<file path="src/rtl/core/ssm_pkg.sv">
// shared types, register indexes and constants of the stereo sound mixer
package ssm_pkg;

	localparam int CfgIdxW = 3;
	localparam int CfgDataW = 10;
	localparam int ChanW = 6;
	localparam int MixW = 14;

	typedef enum logic [CfgIdxW-1:0] {
		REG_ROUTING   = 3'd0,
		REG_MASTER    = 3'd1,
		REG_DMA_MIX   = 3'd2,
		REG_BIAS      = 3'd3,
		REG_P1_DUTY   = 3'd4,
		REG_P2_DUTY   = 3'd5,
		REG_WAVE_LVL  = 3'd6
	} reg_idx_t;

	typedef logic signed [ChanW-1:0] chan_t;
	typedef logic signed [MixW-1:0] mix_t;

	localparam logic [7:0] DUTY_PATTERN [4] = '{8'hFE, 8'h7E, 8'h78, 8'h81};

	localparam logic [9:0] BIAS_RESET = 10'd512;
	localparam mix_t BIAS_CENTER = 14'sd512;
	localparam mix_t OUT_MIN = -14'sd512;
	localparam mix_t OUT_MAX = 14'sd511;

	function automatic logic duty_bit(input logic [1:0] duty, input logic [2:0] phase);
		logic [7:0] pat;
		pat = DUTY_PATTERN[duty];
		return pat[phase];
	endfunction

endpackage

</file>
<file path="src/rtl/core/stereo_sound_mixer_top.sv">
// top level of the stereo sound mixer: config registers, input stage, mix and result stage
// One item is taken in every cycle: busy never rises. The item is captured in an input
// register, mixed by a single pass of logic (routing, master volume, legacy shift, dma
// samples, bias, clamp), and the stereo result appears on left_out, right_out and
// channel_status with done high for exactly one cycle, out of the result register that
// follows the mix. The receiver cannot stall the result. Configuration writes are always
// accepted (cfg_ready is high) and take effect on the next item; writes to an index past
// the last register are dropped.
module stereo_sound_mixer_top
	import ssm_pkg::*;
(
	input  logic                  clk,
	input  logic                  arst_n,
	input  logic                  start,
	output logic                  busy,
	input  logic [3:0]            channel_enables,
	input  logic [2:0]            pulse1_phase,
	input  logic [3:0]            pulse1_volume,
	input  logic [2:0]            pulse2_phase,
	input  logic [3:0]            pulse2_volume,
	input  logic [7:0]            wave_byte,
	input  logic                  wave_low_half,
	input  logic                  noise_bit,
	input  logic [3:0]            noise_volume,
	input  logic signed [7:0]     dma_a_sample,
	input  logic signed [7:0]     dma_b_sample,
	input  logic                  cfg_valid,
	output logic                  cfg_ready,
	input  logic [CfgIdxW-1:0]    cfg_index,
	input  logic [CfgDataW-1:0]   cfg_data,
	output logic                  done,
	output logic signed [9:0]     left_out,
	output logic signed [9:0]     right_out,
	output logic [3:0]            channel_status
);

	logic [7:0] routing_q;
	logic [6:0] master_q;
	logic [7:0] dma_mix_q;
	logic [9:0] bias_q;
	logic [1:0] p1_duty_q;
	logic [1:0] p2_duty_q;
	logic [2:0] wave_lvl_q;

	logic              valid_s1;
	logic [3:0]        en_s1;
	logic [2:0]        p1_phase_s1;
	logic [3:0]        p1_vol_s1;
	logic [2:0]        p2_phase_s1;
	logic [3:0]        p2_vol_s1;
	logic [7:0]        wave_byte_s1;
	logic              wave_low_s1;
	logic              noise_bit_s1;
	logic [3:0]        noise_vol_s1;
	logic signed [7:0] dma_a_s1;
	logic signed [7:0] dma_b_s1;

	chan_t ch1, ch2, ch3, ch4;
	logic signed [7:0] l_sum, r_sum;
	logic signed [11:0] l_scaled, r_scaled;
	logic signed [11:0] l_shift, r_shift;
	logic [1:0] shamt;
	mix_t dma_a, dma_b, bias;
	mix_t l_mix, r_mix;
	logic signed [9:0] l_clamp, r_clamp;
	reg_idx_t idx;

	assign busy = 1'b0;
	assign cfg_ready = 1'b1;
	assign idx = reg_idx_t'(cfg_index);

	always_ff @(posedge clk or negedge arst_n) begin
		if (!arst_n) begin
			routing_q <= '0;
			master_q <= '0;
			dma_mix_q <= '0;
			bias_q <= BIAS_RESET;
			p1_duty_q <= '0;
			p2_duty_q <= '0;
			wave_lvl_q <= '0;
		end else if (cfg_valid && cfg_ready) begin
			case (idx)
				REG_ROUTING:  routing_q <= cfg_data[7:0];
				REG_MASTER:   master_q <= cfg_data[6:0];
				REG_DMA_MIX:  dma_mix_q <= cfg_data[7:0];
				REG_BIAS:     bias_q <= cfg_data;
				REG_P1_DUTY:  p1_duty_q <= cfg_data[1:0];
				REG_P2_DUTY:  p2_duty_q <= cfg_data[1:0];
				REG_WAVE_LVL: wave_lvl_q <= cfg_data[2:0];
				default: ;
			endcase
		end
	end

	// input stage
	always_ff @(posedge clk or negedge arst_n) begin
		if (!arst_n) begin
			valid_s1 <= 1'b0;
		end else begin
			valid_s1 <= start && !busy;
		end
	end

	always_ff @(posedge clk) begin
		if (start && !busy) begin
			en_s1 <= channel_enables;
			p1_phase_s1 <= pulse1_phase;
			p1_vol_s1 <= pulse1_volume;
			p2_phase_s1 <= pulse2_phase;
			p2_vol_s1 <= pulse2_volume;
			wave_byte_s1 <= wave_byte;
			wave_low_s1 <= wave_low_half;
			noise_bit_s1 <= noise_bit;
			noise_vol_s1 <= noise_volume;
			dma_a_s1 <= dma_a_sample;
			dma_b_s1 <= dma_b_sample;
		end
	end

	ssm_voice u_voice (
		.channel_enables (en_s1),
		.pulse1_phase    (p1_phase_s1),
		.pulse1_volume   (p1_vol_s1),
		.pulse2_phase    (p2_phase_s1),
		.pulse2_volume   (p2_vol_s1),
		.wave_byte       (wave_byte_s1),
		.wave_low_half   (wave_low_s1),
		.noise_bit       (noise_bit_s1),
		.noise_volume    (noise_vol_s1),
		.pulse1_duty     (p1_duty_q),
		.pulse2_duty     (p2_duty_q),
		.wave_level      (wave_lvl_q),
		.ch1             (ch1),
		.ch2             (ch2),
		.ch3             (ch3),
		.ch4             (ch4)
	);

	always_comb begin
		r_sum = (routing_q[0] ? 8'(ch1) : 8'sd0) + (routing_q[1] ? 8'(ch2) : 8'sd0)
			+ (routing_q[2] ? 8'(ch3) : 8'sd0) + (routing_q[3] ? 8'(ch4) : 8'sd0);
		l_sum = (routing_q[4] ? 8'(ch1) : 8'sd0) + (routing_q[5] ? 8'(ch2) : 8'sd0)
			+ (routing_q[6] ? 8'(ch3) : 8'sd0) + (routing_q[7] ? 8'(ch4) : 8'sd0);
	end

	assign l_scaled = 12'(l_sum) * $signed({8'd0, master_q[6:4]} + 12'd1);
	assign r_scaled = 12'(r_sum) * $signed({8'd0, master_q[2:0]} + 12'd1);

	// legacy volume three acts as two
	always_comb begin
		case (dma_mix_q[1:0])
			2'd0: shamt = 2'd2;
			2'd1: shamt = 2'd1;
			2'd2: shamt = 2'd0;
			2'd3: shamt = 2'd0;
			default: shamt = 2'd0;
		endcase
	end

	assign l_shift = l_scaled >>> shamt;
	assign r_shift = r_scaled >>> shamt;

	assign dma_a = dma_mix_q[2] ? (mix_t'(dma_a_s1) <<< 2) : (mix_t'(dma_a_s1) <<< 1);
	assign dma_b = dma_mix_q[3] ? (mix_t'(dma_b_s1) <<< 2) : (mix_t'(dma_b_s1) <<< 1);
	assign bias = mix_t'({4'd0, bias_q}) - BIAS_CENTER;

	assign l_mix = mix_t'(l_shift) + (dma_mix_q[4] ? dma_a : '0)
		+ (dma_mix_q[6] ? dma_b : '0) + bias;
	assign r_mix = mix_t'(r_shift) + (dma_mix_q[5] ? dma_a : '0)
		+ (dma_mix_q[7] ? dma_b : '0) + bias;

	assign l_clamp = (l_mix < OUT_MIN) ? 10'(OUT_MIN) :
		((l_mix > OUT_MAX) ? 10'(OUT_MAX) : 10'(l_mix));
	assign r_clamp = (r_mix < OUT_MIN) ? 10'(OUT_MIN) :
		((r_mix > OUT_MAX) ? 10'(OUT_MAX) : 10'(r_mix));

	// result stage
	always_ff @(posedge clk or negedge arst_n) begin
		if (!arst_n) begin
			done <= 1'b0;
		end else begin
			done <= valid_s1;
		end
	end

	always_ff @(posedge clk) begin
		if (valid_s1) begin
			left_out <= l_clamp;
			right_out <= r_clamp;
			channel_status <= en_s1;
		end
	end

endmodule

</file>
<file path="src/rtl/core/ssm_voice.sv">
// signed outputs of the four legacy tone channels for one item
module ssm_voice
	import ssm_pkg::*;
(
	input  logic [3:0] channel_enables,
	input  logic [2:0] pulse1_phase,
	input  logic [3:0] pulse1_volume,
	input  logic [2:0] pulse2_phase,
	input  logic [3:0] pulse2_volume,
	input  logic [7:0] wave_byte,
	input  logic       wave_low_half,
	input  logic       noise_bit,
	input  logic [3:0] noise_volume,
	input  logic [1:0] pulse1_duty,
	input  logic [1:0] pulse2_duty,
	input  logic [2:0] wave_level,
	output chan_t      ch1,
	output chan_t      ch2,
	output chan_t      ch3,
	output chan_t      ch4
);

	logic [3:0] nib;
	chan_t s6;
	logic signed [7:0] s8;
	logic signed [7:0] t8;
	logic signed [7:0] q8;
	chan_t wave_val;
	chan_t p1_mag, p2_mag, n_mag;

	assign p1_mag = chan_t'({2'b00, pulse1_volume});
	assign p2_mag = chan_t'({2'b00, pulse2_volume});
	assign n_mag  = chan_t'({2'b00, noise_volume});

	assign nib = wave_low_half ? wave_byte[3:0] : wave_byte[7:4];
	assign s6  = chan_t'({1'b0, nib, 1'b0}) - chan_t'(6'sd16);
	assign s8  = 8'(s6);
	assign t8  = (s8 <<< 1) + s8;
	// three quarters, truncated toward zero
	assign q8  = t8[7] ? ((t8 + 8'sd3) >>> 2) : (t8 >>> 2);

	always_comb begin
		if (wave_level[2]) begin
			wave_val = chan_t'(q8);
		end else begin
			case (wave_level[1:0])
				2'd0: wave_val = '0;
				2'd1: wave_val = s6;
				2'd2: wave_val = s6 >>> 1;
				2'd3: wave_val = s6 >>> 2;
				default: wave_val = '0;
			endcase
		end
	end

	assign ch1 = !channel_enables[0] ? '0 :
		(duty_bit(pulse1_duty, pulse1_phase) ? p1_mag : -p1_mag);
	assign ch2 = !channel_enables[1] ? '0 :
		(duty_bit(pulse2_duty, pulse2_phase) ? p2_mag : -p2_mag);
	assign ch3 = channel_enables[2] ? wave_val : '0;
	assign ch4 = !channel_enables[3] ? '0 : (noise_bit ? n_mag : -n_mag);

endmodule

</file>
<file path="config.mk">
export PLATFORM = sky130hd
export DESIGN_NAME = stereo_sound_mixer_top
export DESIGN_NICKNAME = d
export VERILOG_FILES = /design/src/rtl/core/ssm_pkg.sv /design/src/rtl/core/stereo_sound_mixer_top.sv /design/src/rtl/core/ssm_voice.sv
export SDC_FILE = /design/constraint.sdc
export NUM_CORES = 1
export LEC_CHECK = 0
export BUFFER_PORTS_ARGS = -buffer_cell sky130_fd_sc_hd__buf_2
export CAP_MARGIN = 15
export CORE_ASPECT_RATIO = 2
export CORE_UTILIZATION = 66
export CTS_BUF_LIST = sky130_fd_sc_hd__clkbuf_2 sky130_fd_sc_hd__clkbuf_4 sky130_fd_sc_hd__clkbuf_8
export DETAILED_ROUTE_END_ITERATION = 16
export PLACE_DENSITY = 0.95
export SLEW_MARGIN = 25
export SYNTH_ARGS = -nofsm -noshare
export SYNTH_HDL_FRONTEND = slang
export SYNTH_SLANG_ARGS = --single-unit
</file>
<file path="constraint.sdc">
create_clock -name clk -period 18.89 [get_ports clk]
set_input_delay 3.778 -clock clk [delete_from_list [all_inputs] [get_ports clk]]
set_output_delay 3.778 -clock clk [all_outputs]
set_load 0.05 [all_outputs]
</file>
==> out/summary.txt, run 1 <==
clk_lat worst skew = 450 ps
WL/cell = 19.6 um
setup violators final = 0
antenna-violating nets left = 0
TritonCTS Sinks = 113
initial antenna violation count = 0
WP data required = 19070 ps
layout cell share with drive strength beyond 1 = 0.152
number of max-cap violations = 0
# IOs = 92
final worst path period need = 11730 ps
Die Width = 96.0 um
Die Ht = 190 um
number of synthesized register bits = 113
CP Data Arrival Time = 11910 ps
first drt pass iteration count = 9
number of synthesized flops with an enable pin = 72
PortBufs = 89
ys flop type = edfxtp_1
vias in the first global route = 10083
final worst setup slack = 7160 ps
average cell area after synthesis = 9.64 um2
Ys Warns = 0
die footprint = 18200 um2
Post-Syn Area = 11700 um2
Worst Skew = 17.0 ps
H-tree levels = 4
Nets = 1559
fin crit share = 0.621
Final Core Density = 0.737
routability cong. = 1.05
core area = 17300 um2
register area share after synthesis = 0.273
remaining global-route overflow = 0
Syn-to-layout area delta = 9.12%
FFs w/ async S/R, synth = 0.363
Initial Util = 0.675
CTS Root Buffer Type = clkbuf_8
fmax = 85.2 MHz
dpl hpwl = 22900 um
Worst-Margin Slew = 945 ps
Place WS = 7490 ps
drt total wl = 29800 um
Final Slew Violations = 0
Max Fanout on Critical Path = 6
diodes inserted = 0
status = completed
DR DRC count = 0
CP peak stage delay = 570 ps
Critical Path Slowest Stage Cell = fa_1
number of setup buffers added after CTS = 0
final hold viol count = 0
cts repair resizes = 0
Distinct cells, synth = 70
CP endpoint kind = flip-flop
# hold bufs at CTS = 0
Hold Path Class = flip-flop to flip-flop
row count = 68
RSZ-0062 raised after global routing = false
GR Util All Layers = 0.351
clk buf depth = 2
Worst setup SP type = flip-flop
total CTS buffers = 17
Reg clk slew, reported paths = 90 ps
CTS tree = built
first-pass GRT wire length = 47300 um
drt via density = 6.20
largest net degree at the start of global routing = 50
Post-Syn Instances = 1210
most used cell, CP = fa_1
via count = 9402
Setup TNS = 0 ps
Max-slew headroom = 0.364
DRT iter0 DRCs = 550
CP Class = flip-flop to flip-flop
syn nets = 1475
[metal layers]
| layer | vias up | global-route usage | share of wire |
|---|---|---|---|
| met4 | 0 | 0.303 | 0.10 |
| met1 | 4497 | 0.299 | 0.30 |
| met3 | 219 | 0.0999 | 0.062 |
| met2 | 468 | 0.629 | 0.54 |
| li1 | 4218 | - | - |
| met5 | - | 0 | 0 |
[per-stage QoR]
stage / area [um2] / cells / hold slack [ps]
after floorplan: 11700 / 1210 / 479
after global placement: 12300 / 1485 / 489
after detailed placement: 12300 / 1485 / 500
after CTS: 12700 / 1517 / 518
after global routing: 12700 / 1517 / 544
final: 12700 / 1517 / 521
[cell type report]
class                   instances  area [um2]
clock buffers                  18         241
clock inverters                14         203
fillers                      1118        4540
inverters                     191         717
multi-input cells             879        7640
flip-flops and latches        113        3190
well taps                     210         263
repair buffers                 92         470
[flip-flops by register name, summed over array words and instances, names as in the netlist, 8 cells and up]
signal	cells
left_out	10
wave_byte_s1	8
dma_mix_q	8
right_out	10
routing_q	8
dma_a_s1	8
bias_q	10
dma_b_s1	8
[path summary, 6_finish.rpt]
kind | from | end | slack, ps | cells past startpoint
hold / removal | bias_q[8] | bias_q[8] | 520 | 1
max in group asynchronous | arst_n | bias_q[1] | 14850 | 1
setup / recovery | wave_low_s1 | right_out[1] | 7160 | 45
hold reg to reg | bias_q[8] | bias_q[8] | 520 | 1
setup reg to reg | wave_low_s1 | right_out[1] | 7160 | 45
min in group asynchronous | arst_n | p2_duty_q[1] | 3450 | 1
[synth_stat cells, types with 6 or more instances]
cell,instances,area share
a211oi_1,10,0.0064
nand2b_1,12,0.0064
o211ai_1,7,0.0045
nand2_1,94,0.030
or3_1,13,0.0070
o21ai_0,59,0.025
mux2i_1,24,0.021
inv_1,190,0.061
xnor2_1,37,0.028
clkbuf_1,22,0.0071
nor2b_1,38,0.020
o21bai_1,6,0.0039
xor2_1,23,0.017
nor2_1,89,0.029
ha_1,93,0.10
fa_1,107,0.18
mux2_2,54,0.052
nand3_1,26,0.011
nor3_1,21,0.0090
and3_1,6,0.0032
dfrtp_1,40,0.086
and2_1,26,0.014
a21oi_1,41,0.018
edfxtp_1,72,0.19
o21a_1,6,0.0039
a21o_1,14,0.0090
[worst max-delay path: cells and delay by family, from the launching register on]
family | cells | cell delay, ps
buffers and inverters | 6 | 390
AND/OR/NAND/NOR | 9 | 1470
adder cells (fa/ha/maj) | 12 | 5080
XOR/XNOR | 4 | 880
flip-flops | 1 | 490
multiplexers | 3 | 680
AO/OA/AOI/OAI | 11 | 2440
[cell families (layout without fill, tap and decap cells)]
group,Yosys count,in the layout,share of synthesized area
AO/OA/AOI/OAI,187,187,0.106
buffers and inverters,218,315,0.0716
AND/OR/NAND/NOR,352,352,0.147
multiplexers,78,78,0.0727
XOR/XNOR,60,60,0.0450
flip-flops,113,113,0.273
adder cells (fa/ha/maj),200,200,0.283
other,2,2,0.000644
[layout by cell type, fill, tap and decap left out, types with 7 or more instances in the layout]
cell type / instances
nand3_1: 26
or3_1: 13
xor2_1: 23
nand2b_1: 12
fa_1: 107
a211oi_1: 10
o211ai_1: 7
inv_1: 190
buf_2: 88
o21ai_0: 58
ha_1: 93
a21o_1: 14
nand2_1: 94
and2_1: 26
mux2i_1: 24
dfrtp_1: 40
xnor2_1: 37
a21oi_1: 41
mux2_2: 54
nor2_1: 89
edfxtp_1: 72
clkbuf_8: 17
nor2b_1: 38
nor3_1: 20
Power of run 1 is left out: the tool's default activity adds up to more than one toggle a clock period on the data nets, which glitch-free logic cannot reach.
==> run 2, diff against run 1 <==
--- a/config.mk
+++ b/config.mk
@@ -5,10 +5,11 @@
 export SDC_FILE = /design/constraint.sdc
 export NUM_CORES = 1
 export LEC_CHECK = 0
+export ABC_AREA = 1
 export BUFFER_PORTS_ARGS = -buffer_cell sky130_fd_sc_hd__buf_2
 export CAP_MARGIN = 15
 export CORE_ASPECT_RATIO = 2
-export CORE_UTILIZATION = 66
+export CORE_UTILIZATION = 64
 export CTS_BUF_LIST = sky130_fd_sc_hd__clkbuf_2 sky130_fd_sc_hd__clkbuf_4 sky130_fd_sc_hd__clkbuf_8
 export DETAILED_ROUTE_END_ITERATION = 16
 export PLACE_DENSITY = 0.95
==> constraint.sdc (replaced) <==
create_clock -name clk -period 10.8 [get_ports clk]
set_input_delay 2.16 -clock clk [delete_from_list [all_inputs] [get_ports clk]]
set_output_delay 2.16 -clock clk [all_outputs]
set_load 0.05 [all_outputs]
==> run 2 against run 1 <==
Effect of this change:
- non-clock buffer count grew 11
- global-route usage is 1.7 points lower
- register-to-register slack got worse by 6900 ps
- sequential share of layout area is 0.68 points lower
- clock-buffer cell count increased by 1
- critical path type unchanged
==> out/summary.txt, run 2 <==
# IOs = 92 (unchanged)
first drt pass iteration count = 5 (-4)
Crit. path cell count = 58 (+29%)
WP data required = 11030 ps (-8040 ps)
WL/cell = 18.3 um (-6.8%)
Setup TNS = 0 ps (unchanged)
DR DRC count = 0 (unchanged)
synth top area cells = edfxtp_1 (19%), fa_1 (18%), ha_1 (10%)
routability cong. = 1.02 (-2.8%)
diodes inserted = 0 (unchanged)
initial antenna violation count = 0 (unchanged)
final hold viol count = 0 (unchanged)
Die Ht = 192 um (+1.2%)
first-pass GRT wire length = 47100 um (-0.45%)
Crit. Startpoint = wave_low_s1
Syn-to-layout area delta = 12.9%
Die Width = 97.1 um (+1.2%)
Distinct cells, synth = 49 (-30%)
clk buf depth = 2 (unchanged)
setup violators final = 0 (unchanged)
RSZ-0062 raised after global routing = true
GR Util All Layers = 0.333 (-0.0172)
CP Class = flip-flop to flip-flop
RR Startpoint = wave_low_s1
Worst-Margin Slew = 877 ps (-67.2 ps)
TritonCTS Sinks = 113 (unchanged)
Post-Syn Instances = 1409 (+16%)
fillers = 1217 (+8.9%)
CTS tree = built
via count = 10140 (+7.8%)
top cell type by total area after synthesis = edfxtp_1
dpl hpwl = 23900 um (+4.7%)
number of synthesized register bits = 113 (unchanged)
remaining global-route overflow = 0 (unchanged)
Critical Path End = right_out[5]
status = completed
CP peak stage delay = 530 ps (-40 ps)
most common cell after layout, fill and taps aside = inv_1
CP Data Arrival Time = 10780 ps (-1130 ps)
worst path bufs/invs = 11 (+5)
core area = 17800 um2 (+3.0%)
Largest delay share family, worst path = adder cells
R2R Setup Slk = 260 ps (-6900 ps)
layout cell share with drive strength beyond 1 = 0.164 (+0.0117)
Nets = 1777 (+14%)
most used cell, CP = nand2_1
total CTS buffers = 17 (unchanged)
most common library cells after synthesis = inv_1 (304), nand2_1 (267), nor2_1 (113), fa_1 (107), ha_1 (93)
Max Fanout on Critical Path = 6 (unchanged)
Max-slew headroom = 0.415 (+0.0515)
fin crit share = 0.976 (+0.355)
multi-input logic area = 7440 um2 (-2.6%)
PortBufs = 89 (unchanged)
DRT iter0 DRCs = 679 (+23%)
most frequent cells in the layout = inv_1 (299), nand2_1 (262), nor2_1 (107)
number of max-cap violations = 0 (unchanged)
Final Slew Violations = 0 (unchanged)
most frequent cell after synthesis = inv_1
drt via density = 5.83 (-5.9%)
Top Registers = bias_q x10, left_out x10, right_out x10
Hold Path Class = flip-flop to flip-flop
# hold bufs at CTS = 0 (unchanged)
vias in the first global route = 10302 (+2.2%)
register area share after synthesis = 0.275 (+0.00186)
clk_lat worst skew = 460 ps (about the same)
fmax = 94.9 MHz (+11%)
Worst setup SP type = flip-flop
Register-to-Register Path Depth = 58 (+29%)
final worst path period need = 10540 ps (-1190 ps)
FFs w/ async S/R, synth = 0.363 (unchanged)
Critical Path Slowest Stage Cell = fa_1
top-area cell type share of the netlist area = 0.187 (+0.00126)
antenna-violating nets left = 0 (unchanged)
CP endpoint kind = flip-flop
H-tree levels = 4 (unchanged)
ys flop type = edfxtp_1
largest net degree at the start of global routing = 50 (unchanged)
Initial Util = 0.651 (-0.0239)
die footprint = 18700 um2 (+2.4%)
worst flop-to-flop path endpoint = right_out[5]
Post-Syn Area = 11600 um2 (-0.68%)
number of synthesized flops with an enable pin = 72 (unchanged)
drt total wl = 31800 um (+6.8%)
register area = 3190 um2 (unchanged)
syn nets = 1674 (+13%)
CTS Root Buffer Type = clkbuf_8
row count = 69 (+1.5%)
Worst Skew = 12.4 ps (-4.60 ps)
average cell area after synthesis = 8.22 um2 (-15%)
Ys Warns = 0 (unchanged)
Reg clk slew, reported paths = 70 ps (-20 ps)
## run 2: changes by cell type in the layout (fill, tap and decap cells not counted), moves of 26 or more
cell     previous run  this run
nand3_1            26        68
nand2_2             0        26
inv_1             190       299
nand2_1            94       262
mux2_2             54         1
nor2b_1            38         1
## run 2: cells by family (layout without fill, tap and decap cells)
| logic type | Yosys count | after routing | share of synthesized area |
|---|---|---|---|
| AND/OR/NAND/NOR | 531 | 531 | 0.203 |
| flip-flops | 113 | 113 | 0.275 |
| multiplexers | 7 | 7 | 0.00616 |
| XOR/XNOR | 45 | 45 | 0.0347 |
| adder cells (fa/ha/maj) | 200 | 200 | 0.285 |
| AO/OA/AOI/OAI | 175 | 175 | 0.0854 |
| other | 2 | 2 | 0.000648 |
| buffers and inverters | 336 | 452 | 0.110 |
## run 2: routing by layer
| metal | global-route usage | vias to the layer above | share of wire |
|---|---|---|---|
| met1 | 0.269 | 4815 | 0.30 |
| li1 | - | 4636 | - |
| met5 | 0 | - | 0 |
| met4 | 0.335 | 0 | 0.11 |
| met3 | 0.0710 | 209 | 0.050 |
| met2 | 0.633 | 480 | 0.54 |
## run 2: how the worst min path moves through the flow
stage,startpoint,to,slack [ps],depth (start not counted)
after floorplan,en_s1[3],channel_status[3],420,0
after global routing,bias_q[1],bias_q[1],520,2
after CTS,bias_q[1],bias_q[1],490,2
after global placement,bias_q[1],bias_q[1],470,2
final,bias_q[1],bias_q[1],490,2
after detailed placement,bias_q[1],bias_q[1],480,2
## run 2: timing repair
item / 4_1_cts / 5_1_grt
buffers inserted: 1 / 11
gates resized for setup: 0 / 64
endpoints found under the setup margin: 3 / 20
pin swaps: 1 / 26
## run 2: metrics by stage
| step | util | cells | setup WS [ps] | hold WS (ps) | area [um2] |
|---|---|---|---|---|---|
| after floorplan | - | 1409 | 1040 | 424 | 11600 |
| after CTS | 0.711 | 1727 | 78.8 | 492 | 12700 |
| after detailed placement | 0.688 | 1694 | -5.80 | 477 | 12200 |
| final | 0.736 | 1738 | 257 | 494 | 13100 |
| after global routing | 0.736 | 1738 | -480 | 520 | 13100 |
| after global placement | 0.688 | 1694 | 213 | 468 | 12200 |
## run 2: final cells by class
class	count	area share
flip-flops and latches	113	0.244
multi-input cells	960	0.569
inverters	317	0.0913
well taps	213	0.0204
clock buffers	19	0.0195
repair buffers	103	0.0442
clock inverters	13	0.0119
## run 2: worst register-to-register path: cells and delay by family (launching register included)
family / cells / cell delay (ps)
adders and majority gates: 12 / 4790
and+or+nand+nor: 26 / 2680
buffers and inverters: 11 / 860
AOI/OAI and AO/OA: 6 / 790
xor gates and xnor gates: 3 / 730
DFF: 1 / 470
Power of run 2 is left out for the same reason.
==> run 3, diff against run 2 <==
--- a/config.mk
+++ b/config.mk
@@ -7,12 +7,12 @@
 export LEC_CHECK = 0
 export ABC_AREA = 1
 export BUFFER_PORTS_ARGS = -buffer_cell sky130_fd_sc_hd__buf_2
-export CAP_MARGIN = 15
+export CAP_MARGIN = 20
 export CORE_ASPECT_RATIO = 2
-export CORE_UTILIZATION = 64
+export CORE_UTILIZATION = 40
 export CTS_BUF_LIST = sky130_fd_sc_hd__clkbuf_2 sky130_fd_sc_hd__clkbuf_4 sky130_fd_sc_hd__clkbuf_8
 export DETAILED_ROUTE_END_ITERATION = 16
-export PLACE_DENSITY = 0.95
+export PLACE_DENSITY = 0.68
 export SLEW_MARGIN = 25
 export SYNTH_ARGS = -nofsm -noshare
 export SYNTH_HDL_FRONTEND = slang
==> run 3 against run 2 <==
Effect of this change:
- via count fell by 7.5%
- sequential cell count did not move
- first-iteration DRC count fell by 50%
- routed wire length fell by 8.8%
- design area rose by 0.45%
- fmax rose by 2.9%
- global-route usage fell by 13 points
- core utilization fell by 27 points
- cell count rose by 8.1%
- die area rose by 59%
==> out/summary.txt, run 3 (synthesis gave the netlist of run 2 again) <==
worst flop-to-flop path endpoint = right_out[3]
fillers = 2760 (+130%)
CP peak stage delay = 680 ps (+150 ps)
routability cong. = 0.994 (-2.4%)
HP Start = bias_q[1]
Syn-to-layout area delta = 13.4%
diodes inserted = 0 (unchanged)
GR Util All Layers = 0.207 (-0.127)
H-tree levels = 4 (unchanged)
row count = 87 (+26%)
CP endpoint kind = flip-flop
initial antenna violation count = 0 (unchanged)
Worst-Margin Slew = 884 ps (+6.77 ps)
Worst Skew = 13.7 ps (+1.33 ps)
first drt pass iteration count = 5 (unchanged)
drt via density = 4.99 (-14%)
WL/cell = 15.4 um (-16%)
Crit. path cell count = 48 (-17%)
TritonCTS Sinks = 113 (unchanged)
Final Slew Violations = 0 (unchanged)
worst hold endpoint = bias_q[1]
total CTS buffers = 17 (unchanged)
core area = 28300 um2 (+59%)
Top Registers = bias_q x10, left_out x10, right_out x10
Hold Path Class = flip-flop to flip-flop
most used cell, CP = inv_1
final worst setup slack = 550 ps (+293 ps)
R2R Setup Slk = 550 ps (+290 ps)
largest net degree at the start of global routing = 50 (unchanged)
first-pass GRT wire length = 45800 um (-2.7%)
hold path cells = 2 (unchanged)
final hold viol count = 0 (unchanged)
layout cell share with drive strength beyond 1 = 0.144 (-0.0201)
DRT iter0 DRCs = 338 (-50%)
Max-slew headroom = 0.411 (-0.00451)
dpl hpwl = 24300 um (+1.6%)
# IOs = 92 (unchanged)
fin crit share = 0.949 (-0.0271)
RR Startpoint = wave_low_s1
antenna-violating nets left = 0 (unchanged)
PortBufs = 89 (unchanged)
vias in the first global route = 9592 (-6.9%)
multi-input logic area = 7280 um2 (-2.2%)
CP Data Arrival Time = 10470 ps (-310 ps)
worst path bufs/invs = 11 (unchanged)
CTS Root Buffer Type = clkbuf_8
Final Core Density = 0.464 (-0.271)
clk_lat worst skew = 470 ps (about the same)
Nets = 1775 (-0.11%)
drt total wl = 29000 um (-8.8%)
Place WS = 139 ps (+145 ps)
CP Class = flip-flop to flip-flop
number of max-cap violations = 0 (unchanged)
remaining global-route overflow = 0 (unchanged)
most common cell after layout, fill and taps aside = inv_1
# hold bufs at CTS = 0 (unchanged)
most frequent cells in the layout = inv_1 (302), nand2_1 (266), nor2_1 (111)
via count = 9378 (-7.5%)
Die Ht = 243 um (+26%)
Worst setup SP type = flip-flop
setup violators final = 0 (unchanged)
Largest delay share family, worst path = adder cells
Die Width = 122 um (+26%)
WP data required = 11020 ps (about the same)
Initial Util = 0.409 (-0.242)
Reg clk slew, reported paths = 80 ps (about the same)
Register-to-Register Path Depth = 48 (-17%)
clk buf depth = 2 (unchanged)
status = completed
fmax = 97.6 MHz (+2.9%)
CTS tree = built
die footprint = 29700 um2 (+59%)
Critical Path Slowest Stage Cell = o21ai_0
Max Fanout on Critical Path = 9 (+3)
final worst path period need = 10250 ps (-293 ps)
register area = 3190 um2 (unchanged)
DR DRC count = 0 (unchanged)
==> run 3: how the worst max path moves through the flow <==
| stage | end | slack (ps) | startpoint |
|---|---|---|---|
| 2_1_floorplan | right_out[4] | 1040 | wave_low_s1 |
| 3_3_place_gp | right_out[6] | 280 | wave_low_s1 |
| 3_5_place_dp | right_out[8] | 140 | wave_low_s1 |
| 4_1_cts | right_out[8] | 110 | wave_low_s1 |
| 5_1_grt | right_out[8] | -60 | wave_low_s1 |
| 6_report | right_out[3] | 550 | wave_low_s1 |
==> run 3: worst reg2reg max path: cells and delay by family, from the launching register on <==
family	cells	cell delay (ps)
AOI/OAI and AO/OA	7	1550
xor gates and xnor gates	2	400
buffers and inverters	11	840
DFF	1	390
adders and majority gates	13	5400
and+or+nand+nor	15	1420
==> run 3: stage by stage <==
step	cells	hold slack [ps]	cell area (um2)	setup TNS [ps]
6_report	1879	498	13100	0
5_1_grt	1879	510	13100	-299
2_1_floorplan	1409	424	11600	0
3_3_place_gp	1837	471	12400	0
4_1_cts	1869	504	12900	0
3_5_place_dp	1837	486	12400	0
==> run 3: cell type report <==
cell class,count,area share
Clock buffer,18,0.0188
Multi-Input combinational cell,960,0.554
Inverter,317,0.0909
Sequential cell,113,0.243
Clock inverter,14,0.0169
Tap cell,356,0.0339
Timing Repair Buffer,101,0.0428
==> run 3: layer usage <==
metal	track usage	up-vias	wire, um
li1	-	4631	-
met1	0.172	4430	9020
met2	0.395	208	16300
met3	0.0305	109	730
met4	0.190	0	2900
met5	0	-	0
==> run 3: timing repair <==
action / in CTS / in global routing
setup buffers: 0 / 10
resized for setup: 0 / 27
endpoints found under the setup margin: 0 / 20
Power of run 3 is left out for the same reason.
